--- src/hw/rtl/number_to_ascii_digits_macros.svh ---
// ----------------------------------------------------------------------------
// Assertion macros for the number to ASCII digits block
// Each macro expands to a clocked concurrent assertion, or to nothing in synthesis.
// ----------------------------------------------------------------------------
`ifndef NUMBER_TO_ASCII_DIGITS_MACROS_SVH
`define NUMBER_TO_ASCII_DIGITS_MACROS_SVH

`ifndef SYNTHESIS
// The property must hold at every clock edge outside reset.
`define N2A_ASSERT(lbl, prop, msg) \
	lbl: assert property (@(posedge clk) disable iff (!arst_n) prop) else $error(msg);
// The condition must never be true at a clock edge outside reset.
`define N2A_ASSERT_NEVER(lbl, cond, msg) \
	lbl: assert property (@(posedge clk) disable iff (!arst_n) !(cond)) else $error(msg);
`else
`define N2A_ASSERT(lbl, prop, msg)
`define N2A_ASSERT_NEVER(lbl, cond, msg)
`endif

`endif

--- src/hw/rtl/n2a_pkg.sv ---
// ----------------------------------------------------------------------------
// n2a_pkg
// Types, character codes and helpers shared by the number formatter.
// ----------------------------------------------------------------------------
`timescale 1ns / 1ps
`default_nettype none

package n2a_pkg;

	localparam logic [1:0] MODE_UDEC = 2'd0;
	localparam logic [1:0] MODE_SDEC = 2'd1;
	localparam logic [1:0] MODE_HEX  = 2'd2;
	localparam logic [1:0] MODE_BIN  = 2'd3;

	localparam logic [6:0] CH_PLUS  = 7'd43;
	localparam logic [6:0] CH_MINUS = 7'd45;
	localparam logic [6:0] CH_ZERO  = 7'd48;
	localparam logic [6:0] CH_A     = 7'd65;

	localparam logic [4:0] LIM_DEC = 5'd10;
	localparam logic [4:0] LIM_HEX = 5'd8;
	localparam logic [4:0] LIM_BIN = 5'd16;

	localparam int MAX_DIGITS = 16;

	// Reciprocal of ten: floor(n / 10) == (n * RECIP10) >> 35 for any 32-bit n.
	localparam logic [31:0] RECIP10 = 32'hCCCC_CCCD;

	localparam int QDEPTH = 2;
	localparam int QPTR_W = (QDEPTH > 1) ? $clog2(QDEPTH) : 1;
	localparam int QCNT_W = $clog2(QDEPTH + 1);

	// One formatted number, ready to be turned into characters.
	// digits[0] is the least significant digit.
	typedef struct packed {
		logic [2:0]                  line;
		logic [4:0]                  col;
		logic                        has_sign;
		logic                        neg;
		logic [4:0]                  cnt;
		logic [MAX_DIGITS-1:0][3:0]  digits;
	} n2a_cmd_t;

	function automatic logic [6:0] digit_char(input logic [3:0] d);
		logic [6:0] ch;
		if (d < 4'd10) begin
			ch = CH_ZERO + {3'b000, d};
		end else begin
			ch = CH_A + {3'b000, d} - 7'd10;
		end
		return ch;
	endfunction

endpackage

`default_nettype wire

--- src/hw/rtl/n2a_queue.sv ---
// ----------------------------------------------------------------------------
// n2a_queue
// Short first-in first-out queue of formatted numbers between front and back.
// ----------------------------------------------------------------------------
`timescale 1ns / 1ps
`default_nettype none
`include "number_to_ascii_digits_macros.svh"

module n2a_queue (
	input  wire logic              clk,
	input  wire logic              arst_n,
	input  wire logic              push,
	input  wire n2a_pkg::n2a_cmd_t push_data,
	output logic                   full,
	input  wire logic              pop,
	output n2a_pkg::n2a_cmd_t      head,
	output logic                   empty
);
	import n2a_pkg::*;

	n2a_cmd_t            mem_q [QDEPTH];
	logic [QPTR_W-1:0]   wr_ptr_q;
	logic [QPTR_W-1:0]   rd_ptr_q;
	logic [QCNT_W-1:0]   count_q;

	assign full  = (count_q == QCNT_W'(QDEPTH));
	assign empty = (count_q == '0);
	assign head  = mem_q[rd_ptr_q];

	function automatic logic [QPTR_W-1:0] next_ptr(input logic [QPTR_W-1:0] p);
		return (p == QPTR_W'(QDEPTH - 1)) ? '0 : p + QPTR_W'(1);
	endfunction

	always_ff @(posedge clk or negedge arst_n) begin
		if (!arst_n) begin
			wr_ptr_q <= '0;
			rd_ptr_q <= '0;
			count_q  <= '0;
		end else begin
			if (push) begin
				wr_ptr_q <= next_ptr(wr_ptr_q);
			end
			if (pop) begin
				rd_ptr_q <= next_ptr(rd_ptr_q);
			end
			if (push && !pop) begin
				count_q <= count_q + QCNT_W'(1);
			end else if (pop && !push) begin
				count_q <= count_q - QCNT_W'(1);
			end
		end
	end

	always_ff @(posedge clk) begin
		if (push) begin
			mem_q[wr_ptr_q] <= push_data;
		end
	end

	`N2A_ASSERT_NEVER(a_no_overflow, push && full, "push into a full queue")
	`N2A_ASSERT_NEVER(a_no_underflow, pop && empty, "pop from an empty queue")

endmodule

`default_nettype wire

--- config.mk ---
export PLATFORM = sky130hd
export DESIGN_NAME = n2a_queue
export DESIGN_NICKNAME = d
export VERILOG_FILES = /design/src/hw/rtl/n2a_pkg.sv /design/src/hw/rtl/n2a_queue.sv
export VERILOG_INCLUDE_DIRS = /design/src /design/src/hw/rtl
export SDC_FILE = /design/constraint.sdc
export NUM_CORES = 1
export LEC_CHECK = 0
export ABC_AREA = 1
export CORE_MARGIN = 4
export CORE_UTILIZATION = 30
export CTS_CLUSTER_DIAMETER = 50
export DETAILED_ROUTE_END_ITERATION = 12
export DONT_BUFFER_PORTS = 1
export GPL_TIMING_DRIVEN = 1
export SYNTH_ARGS = -nofsm -noshare
export SYNTH_HDL_FRONTEND = slang
export SYNTH_SLANG_ARGS = --single-unit
--- constraint.sdc ---
create_clock -name clk -period 4.2 [get_ports clk]
set_input_delay 0.21 -clock clk [delete_from_list [all_inputs] [get_ports clk]]
set_output_delay 0.21 -clock clk [all_outputs]
set_load 0.01 [all_outputs]
==> metrics.md <==
| Metric | Value |
|---|---|
| Fin nets | 452 |
| Post-Place Worst Slack | roughly 2100 ps |
| Crit Path Category | reg2out |
| Root buffer cell | clkbuf_16 |
| Yosys cell types | 13 |
| CTS tree | yes |
| Design Area, Final | just under 0.008 mm² |
| Initial Utilization | between 30% and 40% |
| CTS sink cnt | 162 |
| Drt wl/cell | around 18 µm |
| Reg2Reg Setup Slack | ~2200 ps |
| Num CTS Buffers | 17 |
| Syn_nets | between 300 and 400 |
| Final setup violation count | 0 |
| Row cnt | 52 |
| Clk Latency, worst-skew pair | just over 400 ps |
| Synth Instances | between 200 and 300 |
| Setup ws final | roughly 1800 ps |
| Routed wire length | 11.5 mm |
| Global route overflow | 0 |
| Worst VDD drop | approximately 0.29 mV |
| Total track usage | under 10% |
| Core area | a little over 0.02 mm² |
| Main combinational cell family by area after synthesis | multiplexers |
| Fin Hold WS | roughly 66 ps |
| Synthesized area per cell | ~23 µm² |
| Placed inst area | 0.00654 mm² |
| Max-slew headroom | about a quarter |
| Fin crit share | approximately 56% |
| Reg clk slew, reported paths | around 60 ps |
| Share of cells above drive strength 1 | a little under 30% |
| Post-DP HPWL | about 7.6 mm |
| Initial antenna violation count | 1 |
| Clock buffer depth | 2 |
| H-tree Lvls | 4 |
| FMAX | 425 MHz |
| Vias in the first global route | roughly 3,000 |
| Num ports | 164 |
| Area delta synth->final | 25.0% |
| Post-synthesis mux area share | roughly a fifth |
| Antenna diodes | 0 |
| Initial DRC Count | 129 |
| Unrepaired setup endpoints after global routing | false |
| Post-Syn Area | ~0.0063 mm² |
| Die width | ~150 µm |
| # port buffers | 0 |
| PD cells | roughly 640 mW/mm² |
| First-pass GRT wire length | between 15 and 20 mm |
| Vias per cell | between 4 and 5 |
| Hold Fails Final Rpt | 0 |
| Worst EP required | approximately 4000 ps |
| HP Class | in2async |
| Fin crit period | 2350 ps |
| Final Util | between 30% and 40% |
| Synth Area in XOR/XNOR | 0.417% |
| Status | finished clean |
| Drt first pass iters | 4 |
| Total number of vias | between 2,000 and 3,000 |
| Number of setup buffers added after CTS | 0 |
| Register area share after synthesis | around three quarters |
| Post-synthesis adder-cell area fraction | less than 1% |
| #FFs+latches synth | between 150 and 200 |
| Synth Area in Simple Gates | less than 1% |
| Post-synthesis compound-gate area fraction | 0% |
| Die Ht | ~150 µm |
| Leak | roughly 2.9 nW |
| Largest net degree at the start of global routing | 44 |
| Final Max Slew Viols | 0 |
| DR DRC count | 0 |
| Final ANT Viol Nets | 0 |
| Max Cap Violations | 0 |
| Startpoint Class | flop |
| Crit path DAT | roughly 2100 ps |
| Routability cong. | approximately 0.63 |
| Skew final | between 8 and 9 ps |
| Yosys warning count | 0 |
| Least-Margin Pin Slew | 1120 ps |
| Maximum net fanout on the critical path | 29 |
| Die area | 0.0234 mm² |
| Critical Path End Type | output pin |
| Setup_tns | 0 ps |
layout by cell type (no fill, tap or decap):
cell,Yosys,final
inv_1,7,6
nor2_4,0,1
dfrtp_4,0,1
nand4_1,1,1
nor2_1,3,2
nand3_1,1,1
xor2_1,2,2
clkbuf_16,0,17
dlygate4sd3_1,0,82
clkbuf_1,0,3
buf_12,8,1
clkinv_1,0,3
clkinv_2,0,2
edfxtp_1,158,158
nand2_1,5,5
clkinvlp_4,0,2
dfrtp_1,4,3
xnor2_1,1,1
buf_4,0,4
mux2_4,79,79
bufinv_16,0,2
ha_1,1,1
kinds of logic after synthesis:
logic type / after synthesis
XOR/XNOR: 3
adder cells (fa/ha/maj): 1
buffers and inverters: 16
flip-flops: 162
multiplexers: 79
AND/OR/NAND/NOR: 10
sequential cells by signal, summed over array words and instances (netlist names):
| signal | count |
|---|---|
| mem_q | 158 |
| count_q | 2 |
| rd_ptr_q | 1 |
| wr_ptr_q | 1 |
where the power goes:
| group | switching (mW) | internal (mW) |
|---|---|---|
| combinational | 0.688 | 0.660 |
| clock | 0.563 | 0.854 |
| sequential | 0.160 | 2.15 |
through the flow:
stage | std cells | power, mW
6_report | 647 | 5.07
5_1_grt | 647 | 5.34
4_1_cts | 647 | 5.19
3_5_place_dp | 537 | 3.67
3_3_place_gp | 537 | 3.64
2_1_floorplan | 271 | 3.55
timing repair:
action	4_1_cts	5_1_grt
hold buffers	82	0
setup endpoints to repair	0	0
endpoints found under the hold margin	164	0
gates resized for setup	0	0
cell type report:
class / instances / area [µm²]
clock buffer: 20 / 437
clock inverter: 8 / 91.3
fill: 1851 / 12500
inverter: 7 / 27.5
multi-input combinational: 93 / 1270
sequential: 162 / 4850
tap: 270 / 338
timing repair buffer: 87 / 871
final timing paths:
check,startpoint,endpoint,cells after the start
hold / removal,arst_n,rd_ptr_q,1
min in group clk,push,count_q[0],2
setup reg to reg,wr_ptr_q,mem_q[0][67],2
max in group asynchronous,arst_n,rd_ptr_q,1
setup / recovery,rd_ptr_q,head[14],2
hold reg to reg,wr_ptr_q,wr_ptr_q,1
metal layers:
layer / track usage, % / routed length [µm] / up-vias
met2: 16.4 / 5960 / 101
met5: 0 / 13 / -
met3: 4.98 / 868 / 6
met4: 3.44 / 63 / 2
met1: 11.3 / 4600 / 1337
li1: - / - / 1243
cell usage after synthesis:
library cell    n  share of area (%)
dfrtp_1         4                1.6
inv_1           7               0.42
edfxtp_1      158                 75
buf_6           1               0.18
nand4_1         1              0.099
nand3_1         1              0.079
nor2_1          3               0.18
buf_12          8                2.5
nand2_1         5               0.30
xnor2_1         1               0.14
xor2_1          2               0.28
mux2_4         79                 19
ha_1            1               0.20
critical path, cell delays in order, from the launching register on:
cell and delay, ps:
dfrtp_4 780, buf_4 540, mux2_4 380
Note: power is estimated with default switching activity, not from simulation.
