**src/hw/rtl/number_to_ascii_digits_macros.svh**
```systemverilog
// ----------------------------------------------------------------------------
// Assertion macros for the number to ASCII digits block
// Each macro expands to a clocked concurrent assertion, or to nothing in synthesis.
// ----------------------------------------------------------------------------
`ifndef NUMBER_TO_ASCII_DIGITS_MACROS_SVH
`define NUMBER_TO_ASCII_DIGITS_MACROS_SVH

`ifndef SYNTHESIS
// The property must hold at every clock edge outside reset.
`define N2A_ASSERT(lbl, prop, msg) \
	lbl: assert property (@(posedge clk) disable iff (!arst_n) prop) else $error(msg);
// The condition must never be true at a clock edge outside reset.
`define N2A_ASSERT_NEVER(lbl, cond, msg) \
	lbl: assert property (@(posedge clk) disable iff (!arst_n) !(cond)) else $error(msg);
`else
`define N2A_ASSERT(lbl, prop, msg)
`define N2A_ASSERT_NEVER(lbl, cond, msg)
`endif

`endif

```
**src/hw/rtl/n2a_pkg.sv**
```systemverilog
// ----------------------------------------------------------------------------
// n2a_pkg
// Types, character codes and helpers shared by the number formatter.
// ----------------------------------------------------------------------------
`timescale 1ns / 1ps
`default_nettype none

package n2a_pkg;

	localparam logic [1:0] MODE_UDEC = 2'd0;
	localparam logic [1:0] MODE_SDEC = 2'd1;
	localparam logic [1:0] MODE_HEX  = 2'd2;
	localparam logic [1:0] MODE_BIN  = 2'd3;

	localparam logic [6:0] CH_PLUS  = 7'd43;
	localparam logic [6:0] CH_MINUS = 7'd45;
	localparam logic [6:0] CH_ZERO  = 7'd48;
	localparam logic [6:0] CH_A     = 7'd65;

	localparam logic [4:0] LIM_DEC = 5'd10;
	localparam logic [4:0] LIM_HEX = 5'd8;
	localparam logic [4:0] LIM_BIN = 5'd16;

	localparam int MAX_DIGITS = 16;

	// Reciprocal of ten: floor(n / 10) == (n * RECIP10) >> 35 for any 32-bit n.
	localparam logic [31:0] RECIP10 = 32'hCCCC_CCCD;

	localparam int QDEPTH = 2;
	localparam int QPTR_W = (QDEPTH > 1) ? $clog2(QDEPTH) : 1;
	localparam int QCNT_W = $clog2(QDEPTH + 1);

	// One formatted number, ready to be turned into characters.
	// digits[0] is the least significant digit.
	typedef struct packed {
		logic [2:0]                  line;
		logic [4:0]                  col;
		logic                        has_sign;
		logic                        neg;
		logic [4:0]                  cnt;
		logic [MAX_DIGITS-1:0][3:0]  digits;
	} n2a_cmd_t;

	function automatic logic [6:0] digit_char(input logic [3:0] d);
		logic [6:0] ch;
		if (d < 4'd10) begin
			ch = CH_ZERO + {3'b000, d};
		end else begin
			ch = CH_A + {3'b000, d} - 7'd10;
		end
		return ch;
	endfunction

endpackage

`default_nettype wire

```
**src/hw/rtl/n2a_out_if.sv**
```systemverilog
// ----------------------------------------------------------------------------
// n2a_out_if
// Output channel: one display character with its position per item.
// ----------------------------------------------------------------------------
`timescale 1ns / 1ps
`default_nettype none

interface n2a_out_if;
	logic       valid;
	logic       ready;
	logic [2:0] out_line;
	logic [5:0] out_column;
	logic [6:0] char_code;
	logic       last;

	modport source (
		output valid, out_line, out_column, char_code, last,
		input  ready
	);
	modport sink (
		input  valid, out_line, out_column, char_code, last,
		output ready
	);
endinterface

`default_nettype wire

```
**src/hw/rtl/n2a_back.sv**
```systemverilog
// ----------------------------------------------------------------------------
// n2a_back
// Takes formatted numbers from the queue and emits one character per cycle while
// the receiver is ready, sign first, then digits most significant first, through an output register.
// ----------------------------------------------------------------------------
`timescale 1ns / 1ps
`default_nettype none
`include "number_to_ascii_digits_macros.svh"

module n2a_back (
	input  wire logic              clk,
	input  wire logic              arst_n,
	input  wire n2a_pkg::n2a_cmd_t head,
	input  wire logic              q_empty,
	output logic                   q_pop,
	n2a_out_if.source              chr
);
	import n2a_pkg::*;

	logic       active_q;
	logic       sign_done_q;
	logic [4:0] rem_q;
	logic [5:0] col_q;

	logic       valid_q;
	logic [2:0] line_q;
	logic [5:0] column_q;
	logic [6:0] char_q;
	logic       last_q;

	logic       slot_free;
	logic       skip;
	logic       load;
	logic       emit;
	logic       is_last;
	logic [4:0] idx;
	logic [6:0] ch;

	assign chr.valid      = valid_q;
	assign chr.out_line   = line_q;
	assign chr.out_column = column_q;
	assign chr.char_code  = char_q;
	assign chr.last       = last_q;

	always_comb begin
		slot_free = !valid_q || chr.ready;
		// A number with no sign and no digits produces nothing.
		skip      = !active_q && !q_empty && !head.has_sign && (head.cnt == 5'd0);
		load      = !active_q && !q_empty && !skip;
		emit      = active_q && slot_free;
		idx       = rem_q - 5'd1;
		if (!sign_done_q) begin
			is_last = (head.cnt == 5'd0);
			ch      = head.neg ? CH_MINUS : CH_PLUS;
		end else begin
			is_last = (rem_q == 5'd1);
			ch      = digit_char(head.digits[idx[3:0]]);
		end
		q_pop = skip || (emit && is_last);
	end

	always_ff @(posedge clk or negedge arst_n) begin
		if (!arst_n) begin
			active_q    <= 1'b0;
			sign_done_q <= 1'b0;
			rem_q       <= '0;
			valid_q     <= 1'b0;
		end else begin
			if (load) begin
				active_q    <= 1'b1;
				sign_done_q <= !head.has_sign;
				rem_q       <= head.cnt;
			end else if (emit) begin
				if (is_last) begin
					active_q <= 1'b0;
				end
				if (!sign_done_q) begin
					sign_done_q <= 1'b1;
				end else begin
					rem_q <= rem_q - 5'd1;
				end
			end
			if (emit) begin
				valid_q <= 1'b1;
			end else if (chr.ready) begin
				valid_q <= 1'b0;
			end
		end
	end

	always_ff @(posedge clk) begin
		if (load) begin
			col_q <= {1'b0, head.col};
		end else if (emit) begin
			col_q <= col_q + 6'd1;
		end
		if (emit) begin
			line_q   <= head.line;
			column_q <= col_q;
			char_q   <= ch;
			last_q   <= is_last;
		end
	end

	`N2A_ASSERT(a_active_has_head, active_q |-> !q_empty, "emitting without a queued number")
	`N2A_ASSERT(a_digits_left, (active_q && sign_done_q) |-> (rem_q != 5'd0), "digit phase with no digits left")

endmodule

`default_nettype wire

```
**src/flat_wrapper.sv**
```systemverilog
// flat-port wrapper written by rule: the top's interface ports become plain ports
module n2a_back_flat import n2a_pkg::*;
  (clk, arst_n, head, q_empty, q_pop, chr_valid, chr_out_line, chr_out_column, chr_char_code, chr_last, chr_ready);
  n2a_out_if chr_i ();
  input  wire logic clk;
  input  wire logic arst_n;
  input  wire n2a_pkg::n2a_cmd_t head;
  input  wire logic q_empty;
  output logic q_pop;
  output wire logic [$bits(chr_i.valid)-1:0] chr_valid;
  output wire logic [$bits(chr_i.out_line)-1:0] chr_out_line;
  output wire logic [$bits(chr_i.out_column)-1:0] chr_out_column;
  output wire logic [$bits(chr_i.char_code)-1:0] chr_char_code;
  output wire logic [$bits(chr_i.last)-1:0] chr_last;
  input wire logic [$bits(chr_i.ready)-1:0] chr_ready;
  assign chr_valid = chr_i.valid;
  assign chr_out_line = chr_i.out_line;
  assign chr_out_column = chr_i.out_column;
  assign chr_char_code = chr_i.char_code;
  assign chr_last = chr_i.last;
  assign chr_i.ready = chr_ready;
  n2a_back u_core (.clk(clk), .arst_n(arst_n), .head(head), .q_empty(q_empty), .q_pop(q_pop), .chr(chr_i));
endmodule
```
**config.mk**
```make
export PLATFORM = sky130hd
export DESIGN_NAME = n2a_back_flat
export DESIGN_NICKNAME = d
export VERILOG_FILES = /design/src/hw/rtl/n2a_pkg.sv /design/src/hw/rtl/n2a_out_if.sv /design/src/hw/rtl/n2a_back.sv /design/src/flat_wrapper.sv
export VERILOG_INCLUDE_DIRS = /design/src /design/src/hw/rtl
export SDC_FILE = /design/constraint.sdc
export NUM_CORES = 1
export LEC_CHECK = 0
export ABC_AREA = 1
export BUFFER_PORTS_ARGS = -buffer_cell sky130_fd_sc_hd__buf_2
export CAP_MARGIN = 15
export CORE_ASPECT_RATIO = 0.9
export CORE_MARGIN = 8
export CORE_UTILIZATION = 47
export CTS_BUF_LIST = sky130_fd_sc_hd__clkbuf_16
export DETAILED_ROUTE_END_ITERATION = 7
export GPL_TIMING_DRIVEN = 0
export PLACE_DENSITY = 0.8
export SYNTH_ARGS = -nofsm -noshare
export SYNTH_HDL_FRONTEND = slang
export SYNTH_SLANG_ARGS = --single-unit
```
**constraint.sdc**
```tcl
create_clock -name clk -period 2.73 [get_ports clk]
set_input_delay 0.273 -clock clk [delete_from_list [all_inputs] [get_ports clk]]
set_output_delay 0.273 -clock clk [all_outputs]
set_load 0.02 [all_outputs]
```
==> out/summary.txt, run 1 <==
Outcome -> complete, no violations
CTS tree -> yes
Final setup skew -> 0.008400 ns
Layout cells sized above 1 -> 34.21%
Slowest Stage Delay on Critical Path -> 0.40 ns
Synth unique cells -> 36
R2R setup slack -> 0.24 ns
Clock-pin slew on the worst setup and hold paths -> 0.06 ns
Later-pin clock latency in the skew report -> 0.27 ns
Slew @ Worst Pin -> 0.7362 ns
Starting Density -> 47.58%
Worst flop-to-flop path endpoint -> u_core.chr.char_code[1]$_DFFE_PP_
Drt pass-1 iters -> 4
Port bufs -> 101
Routed via count -> 2,362
Reg2reg path depth -> 14
Syn Inst Count -> 309
DR WL/cell -> 12.55 µm
Fin area -> 3008 µm²
Buf+Inv Stages, Crit Path -> 5
Critical Path Sink -> u_core.chr.char_code[1]$_DFFE_PP_
Fmax -> 401.7 MHz
Die area -> 7243 µm²
GRT Total Usage -> 16.91%
Compound-Gate Fraction of Synth Area -> 8.143%
Final Critical Period -> 2.489 ns
Fill cell count -> 450
Worst Hold Class -> in -> reg
RSZ-0062 raised after global routing -> false
Top delay family on crit path -> buffers and inverters
Reg2reg start -> u_core.rem_q[0]$_DFFE_PN0P_
Final-stage net count -> 504
Crit path kind -> reg -> reg
Clock root cell -> clkbuf_16
Largest family of logic cells by synthesized area -> simple AND/OR/NAND/NOR gates
Synth Area in Simple Gates -> 37.81%
Leak -> 1.556 nW
CTS sink count -> 31
Synthesis-to-finish area growth -> 34.08%
Async set-reset flop share out of synthesis -> 25.81%
ANT nets after route -> 0
CP startpoint -> u_core.rem_q[0]$_DFFE_PN0P_
Mapped Nets -> 396
DRC errors left -> 0
Grt ovf -> 0
Max-slew violations -> 0
Placed cell area -> 2830 µm²
CP Cell Sequence -> buf_6 -> inv_8 -> ha_4 -> buf_6 -> buf_4 -> nor2_1 -> o21ai_0 -> o211ai_1 -> nand3_1 -> nand2_2 -> clkinv_1 -> ha_2 -> nand3b_1 -> nand2_1
Synth top area cells -> edfxtp_1 (29%), nand2_1 (17%), nand3_1 (10%)
Htree depth -> 2
Yosys reg bits -> 31
Post-synth EDFFs -> 22
Initial antenna violation count -> 0
Std-Cell Rows -> 24
Synthesized area per cell -> 7.260 µm²
Post-DP HPWL -> 4.804 mm
Drt total wl -> 6.062 mm
Critical path's slowest cell -> dfrtp_1
Relative slew slack -> 50.87%
Launch point of the worst hold path -> head[76]
Max IR drop VDD -> 0.6562 mV
Synth cell count leaders -> nand2_1 (101), nand3_1 (46), inv_1 (34)
Final worst path period share -> 91.18%
Synth Area in XOR/XNOR -> 1.171%
Levels on crit path -> 14
Num ports -> 102
Routability cong. -> 0.8121
Total power draw -> 4.422 mW
Critical Path Fanout Max -> 26
Die Ht -> 81.55 µm
Count leader, synth -> nand2_1
Post-synthesis sequential area ratio -> 39.26%
1st-iter DRT viols -> 152
CTS buffer count -> 5
Worst Hold Path Cells -> 1
Chip width -> 88.83 µm
First-pass GRT wire length -> 9.915 mm
Via/cell ratio -> 4.890
CORE AREA -> 4715 µm²
Ys Warns -> 0
Area leader, netlist -> edfxtp_1
Setup violations, final -> 0
Dominant synthesized flop cell -> edfxtp_1
Proportion of synthesized area in mux cells -> 0%
CP required -> 2.75 ns
CP endpoint kind -> register
Vias in the first global route -> 2,294
Largest net degree at the start of global routing -> 22
Synthesized area -> 2243 µm²
PwrDens -> 1470 nW/µm²
Setup WS post-layout -> 0.2407 ns
Crit path top cell by count -> buf_6
Final Hold Violating Endpoints -> 0
Arrival time worst endpoint -> 2.51 ns
Maximum root-to-sink buffer count -> 2
Setup crit start kind -> register
Maxcap violations -> 0
Area fraction of the dominant cell type after synthesis -> 29.45%
Adder-Cell Fraction of Synth Area -> 2.231%
Place WS -> -0.1274 ns
Diodes inserted -> 0
## cell type report
| class | instances | area, µm² | share of cell area [%] |
|---|---|---|---|
| Sequential cell | 31 | 880.8 | 29.28 |
| Clock inverter | 3 | 20.02 | 0.6656 |
| Multi-Input combinational cell | 228 | 1132 | 37.65 |
| Timing Repair Buffer | 103 | 523.0 | 17.39 |
| Tap cell | 65 | 81.33 | 2.704 |
| Clock buffer | 5 | 125.1 | 4.160 |
| Inverter | 38 | 152.6 | 5.075 |
| Buffer | 10 | 92.59 | 3.078 |
## cell families (layout without fill, tap and decap cells)
kind of cell / after synthesis / after routing
compound gates: 32 / 32
xor+xnor: 3 / 3
fa+ha+maj: 4 / 4
buf+inv: 50 / 159
flops: 31 / 31
simple gates: 189 / 189
## flip-flops by register name, indices dropped and copies added (netlist names)
register / count
u_core.chr.last: 1
u_core.active_q: 1
u_core.chr.out_line: 3
u_core.chr.out_column: 6
u_core.chr.valid: 1
u_core.rem_q: 5
u_core.col_q: 6
u_core.chr.char_code: 7
u_core.sign_done_q: 1
## routing by layer
metal	part of all wire, %	global-route usage [%]	up-vias
met5	0	0	-
met4	0.78	5.228	0
met3	7.7	2.900	4
met2	49	29.98	80
met1	43	20.35	1057
li1	-	-	1221
## cells in the final DEF, fill, tap and decap left out, types with 2 or more instances in the layout
master / instances
xor2_1: 2
dfrtp_1: 8
inv_1: 33
nand2_1: 100
nand2_2: 8
o21ai_1: 3
buf_2: 103
o21ai_0: 16
inv_2: 2
buf_6: 6
clkbuf_16: 5
a21oi_1: 2
nand4_1: 2
nor2_1: 23
nand3_1: 46
a21oi_2: 2
ha_1: 2
nor2_4: 2
edfxtp_1: 22
clkinvlp_4: 2
buf_4: 3
o211ai_1: 4
a22oi_1: 2
## where the power goes
group          switching (mW)  internal (mW)  leakage (nW)
Combinational            1.81           1.09          1.17
Sequential              0.113          0.874         0.317
Clock                   0.193          0.335        0.0658
Total                    2.12           2.30          1.56
## per-stage QoR
step,std cells,setup TNS (ns),hold slack [ns],utilization (%)
after floorplan,309,0,-0.02259,-
after global placement,475,-0.2257,0.1232,60.03
after detailed placement,475,-0.3097,0.1279,60.03
after CTS,485,0,0.1713,64.04
after global routing,483,0,0.1680,63.80
final,483,0,0.1774,63.80
## how the worst min path moves through the flow
stage,slack [ns],end
floorplan,-0.02,u_core.active_q$_DFFE_PN0P_
CTS,0.17,u_core.chr.out_line[0]$_DFFE_PP_
global placement,0.12,u_core.chr.valid$_DFFE_PN0P_
finish,0.18,u_core.chr.out_line[0]$_DFFE_PP_
detailed placement,0.13,u_core.chr.valid$_DFFE_PN0P_
global route,0.17,u_core.chr.out_line[0]$_DFFE_PP_
## timing repair
item                                   CTS  global route
resized for setup                        6             4
endpoints found under the hold margin    8             0
hold buffers                             1             0
setup buffers                            1             0
setup endpoints to repair                4             3
pin swaps                                3             1
## worst register-to-register path: cells and delay by family (launching register included)
kind	cells	cell delay, ns
simple gates	5	0.46
flops	1	0.40
fa+ha+maj	2	0.54
buf+inv	5	0.65
compound gates	2	0.18
No activity file was read; power rests on OpenSTA's default activity.
==> inputs of run 2 (changes only) <==
--- a/config.mk
+++ b/config.mk
@@ -15,7 +15,7 @@
 export CTS_BUF_LIST = sky130_fd_sc_hd__clkbuf_16
 export DETAILED_ROUTE_END_ITERATION = 7
 export GPL_TIMING_DRIVEN = 0
-export PLACE_DENSITY = 0.8
+export PLACE_DENSITY = 0.78
 export SYNTH_ARGS = -nofsm -noshare
 export SYNTH_HDL_FRONTEND = slang
 export SYNTH_SLANG_ARGS = --single-unit
==> run 2 against run 1 <==
Die area unchanged; core utilization increased by 0.32 points; critical path depth unchanged; largest power group unchanged; highest routed layer unchanged.
==> out/summary.txt, run 2 (synthesis gave the netlist of run 1 again) <==
Routed via count -> 2,353
Max-slew violations -> 0
CTS buffer count -> 5
Slew @ Worst Pin -> 0.7523 ns
Num ports -> 102
Fill cell count -> 440
Vias in the first global route -> 2,335
PwrDens -> 1478 nW/µm²
Grt ovf -> 0
Std-Cell Rows -> 24
Final-stage net count -> 505
Final Critical Period -> 2.499 ns
Starting Density -> 47.58%
Relative slew slack -> 49.79%
Leak -> 1.575 nW
Post-DP HPWL -> 4.923 mm
Met2 track demand over resource -> 32.05%
Synthesis-to-finish area growth -> 34.75%
Die area -> 7243 µm²
Clock root cell -> clkbuf_16
Layout cells sized above 1 -> 33.41%
Critical Path Fanout Max -> 26
Arrival time worst endpoint -> 2.53 ns
Final worst path period share -> 91.55%
Clock-pin slew on the worst setup and hold paths -> 0.05 ns
Drt pass-1 iters -> 4
CTS tree -> yes
Htree depth -> 2
CP endpoint kind -> register
Setup crit start kind -> register
ANT nets after route -> 0
Final Hold Violating Endpoints -> 0
Initial antenna violation count -> 0
GRT Max-Usage Layer -> met2
Grt met1 use -> 20.61%
Crit path kind -> reg -> reg
Final setup skew -> 0.003094 ns
DRC errors left -> 0
Drt total wl -> 6.258 mm
Cell count after placement -> 475
GRT Total Usage -> 17.49%
DR WL/cell -> 12.93 µm
Total power draw -> 4.469 mW
RSZ-0062 raised after global routing -> false
Setup violations, final -> 0
Max IR drop VDD -> 0.7255 mV
Routability cong. -> 0.8394
Maximum root-to-sink buffer count -> 2
Commonest non-fill, non-tap cell in the layout -> buf_2
CP required -> 2.76 ns
Most frequent cells in the layout -> buf_2 (103), nand2_1 (100), nand3_1 (46)
Maxcap violations -> 0
Worst Hold Slack -> 0.1768 ns
Later-pin clock latency in the skew report -> 0.27 ns
Fmax -> 400.1 MHz
Largest net degree at the start of global routing -> 22
Met3 usage -> 3.600%
Outcome -> complete, no violations
Chip width -> 88.83 µm
1st-iter DRT viols -> 86
Worst Hold Class -> in -> reg
Layout Cells excl Fill -> 484
CORE AREA -> 4715 µm²
Port bufs -> 101
Die Ht -> 81.55 µm
CTS sink count -> 31
Max reg flops -> 7
Diodes inserted -> 0
First-pass GRT wire length -> 10.21 mm
Via/cell ratio -> 4.862
[run 2: changes by cell type in the layout (fill, tap and decap cells not counted), sizes merged]
cell,before,now
bufinv,0,1
clkinvlp,2,0
clkinv,2,3
buf,112,113
[run 2: worst paths after layout]
| path | from | to | slack, ns | depth (start not counted) |
|---|---|---|---|---|
| max | u_core.rem_q[0]$_DFFE_PN0P_ | u_core.chr.char_code[1]$_DFFE_PP_ | 0.23 | 14 |
| max reg2reg | u_core.rem_q[0]$_DFFE_PN0P_ | u_core.chr.char_code[1]$_DFFE_PP_ | 0.23 | 14 |
| max in group asynchronous | arst_n | u_core.rem_q[2]$_DFFE_PN0P_ | 2.18 | 2 |
| min | head[78] | u_core.chr.out_line[2]$_DFFE_PP_ | 0.18 | 1 |
| min in group asynchronous | arst_n | u_core.active_q$_DFFE_PN0P_ | 0.38 | 2 |
| min reg2reg | u_core.col_q[5]$_SDFFE_PP0P_ | u_core.chr.out_column[5]$_DFFE_PP_ | 0.46 | 0 |
[run 2: final cells by class]
cell class                      instances  area (µm²)  area share [%]
Sequential cell                        31       880.8           29.14
Timing Repair Buffer                  104       530.5           17.55
Clock buffer                            5       125.1           4.139
Multi-Input combinational cell        228        1125           37.21
Tap cell                               65       81.33           2.690
Inverter                               38       152.6           5.050
Clock inverter                          3       38.79           1.283
Buffer                                 10       88.84           2.939
[run 2: routing by layer]
layer | vias up | share of wire [%]
met5 | - | 0
met4 | 0 | 0.61
met3 | 4 | 7.4
met2 | 81 | 50
met1 | 1049 | 42
li1 | 1219 | -
[run 2: what timing repair did]
action | 4_1_cts | 5_1_grt
resized for setup | 5 | 2
pin swaps | 2 | 1
endpoints found under the hold margin | 8 | 0
hold buffers | 1 | 0
setup endpoints to repair | 4 | 4
setup buffers | 2 | 0
[run 2: per-stage QoR]
step	setup TNS [ns]	util (%)	setup slack, ns	area (µm²)
2_1_floorplan	0	-	0.2137	2243
3_3_place_gp	-0.2830	60.03	-0.1210	2830
3_5_place_dp	-0.4592	60.03	-0.1790	2830
4_1_cts	0	64.54	0.03230	3043
5_1_grt	0	64.12	0.09234	3023
6_report	0	64.12	0.2307	3023
[run 2: report_power, final]
part / leakage (nW) / internal (mW) / total (mW) / switching (mW)
clock network: 0.0812 / 0.424 / 0.608 / 0.183
logic: 1.18 / 1.07 / 2.87 / 1.80
registers: 0.317 / 0.875 / 0.991 / 0.116
[run 2: critical path, cell delays in order (launching register included)]
cell	delay, ns
dfrtp_1	0.38
buf_6	0.14
inv_8	0.13
ha_4	0.23
buf_6	0.14
buf_4	0.17
nor2_1	0.11
o21ai_0	0.08
o211ai_1	0.10
nand3_1	0.12
nand2_2	0.11
clkinv_1	0.09
ha_2	0.32
nand3b_1	0.09
nand2_1	0.05
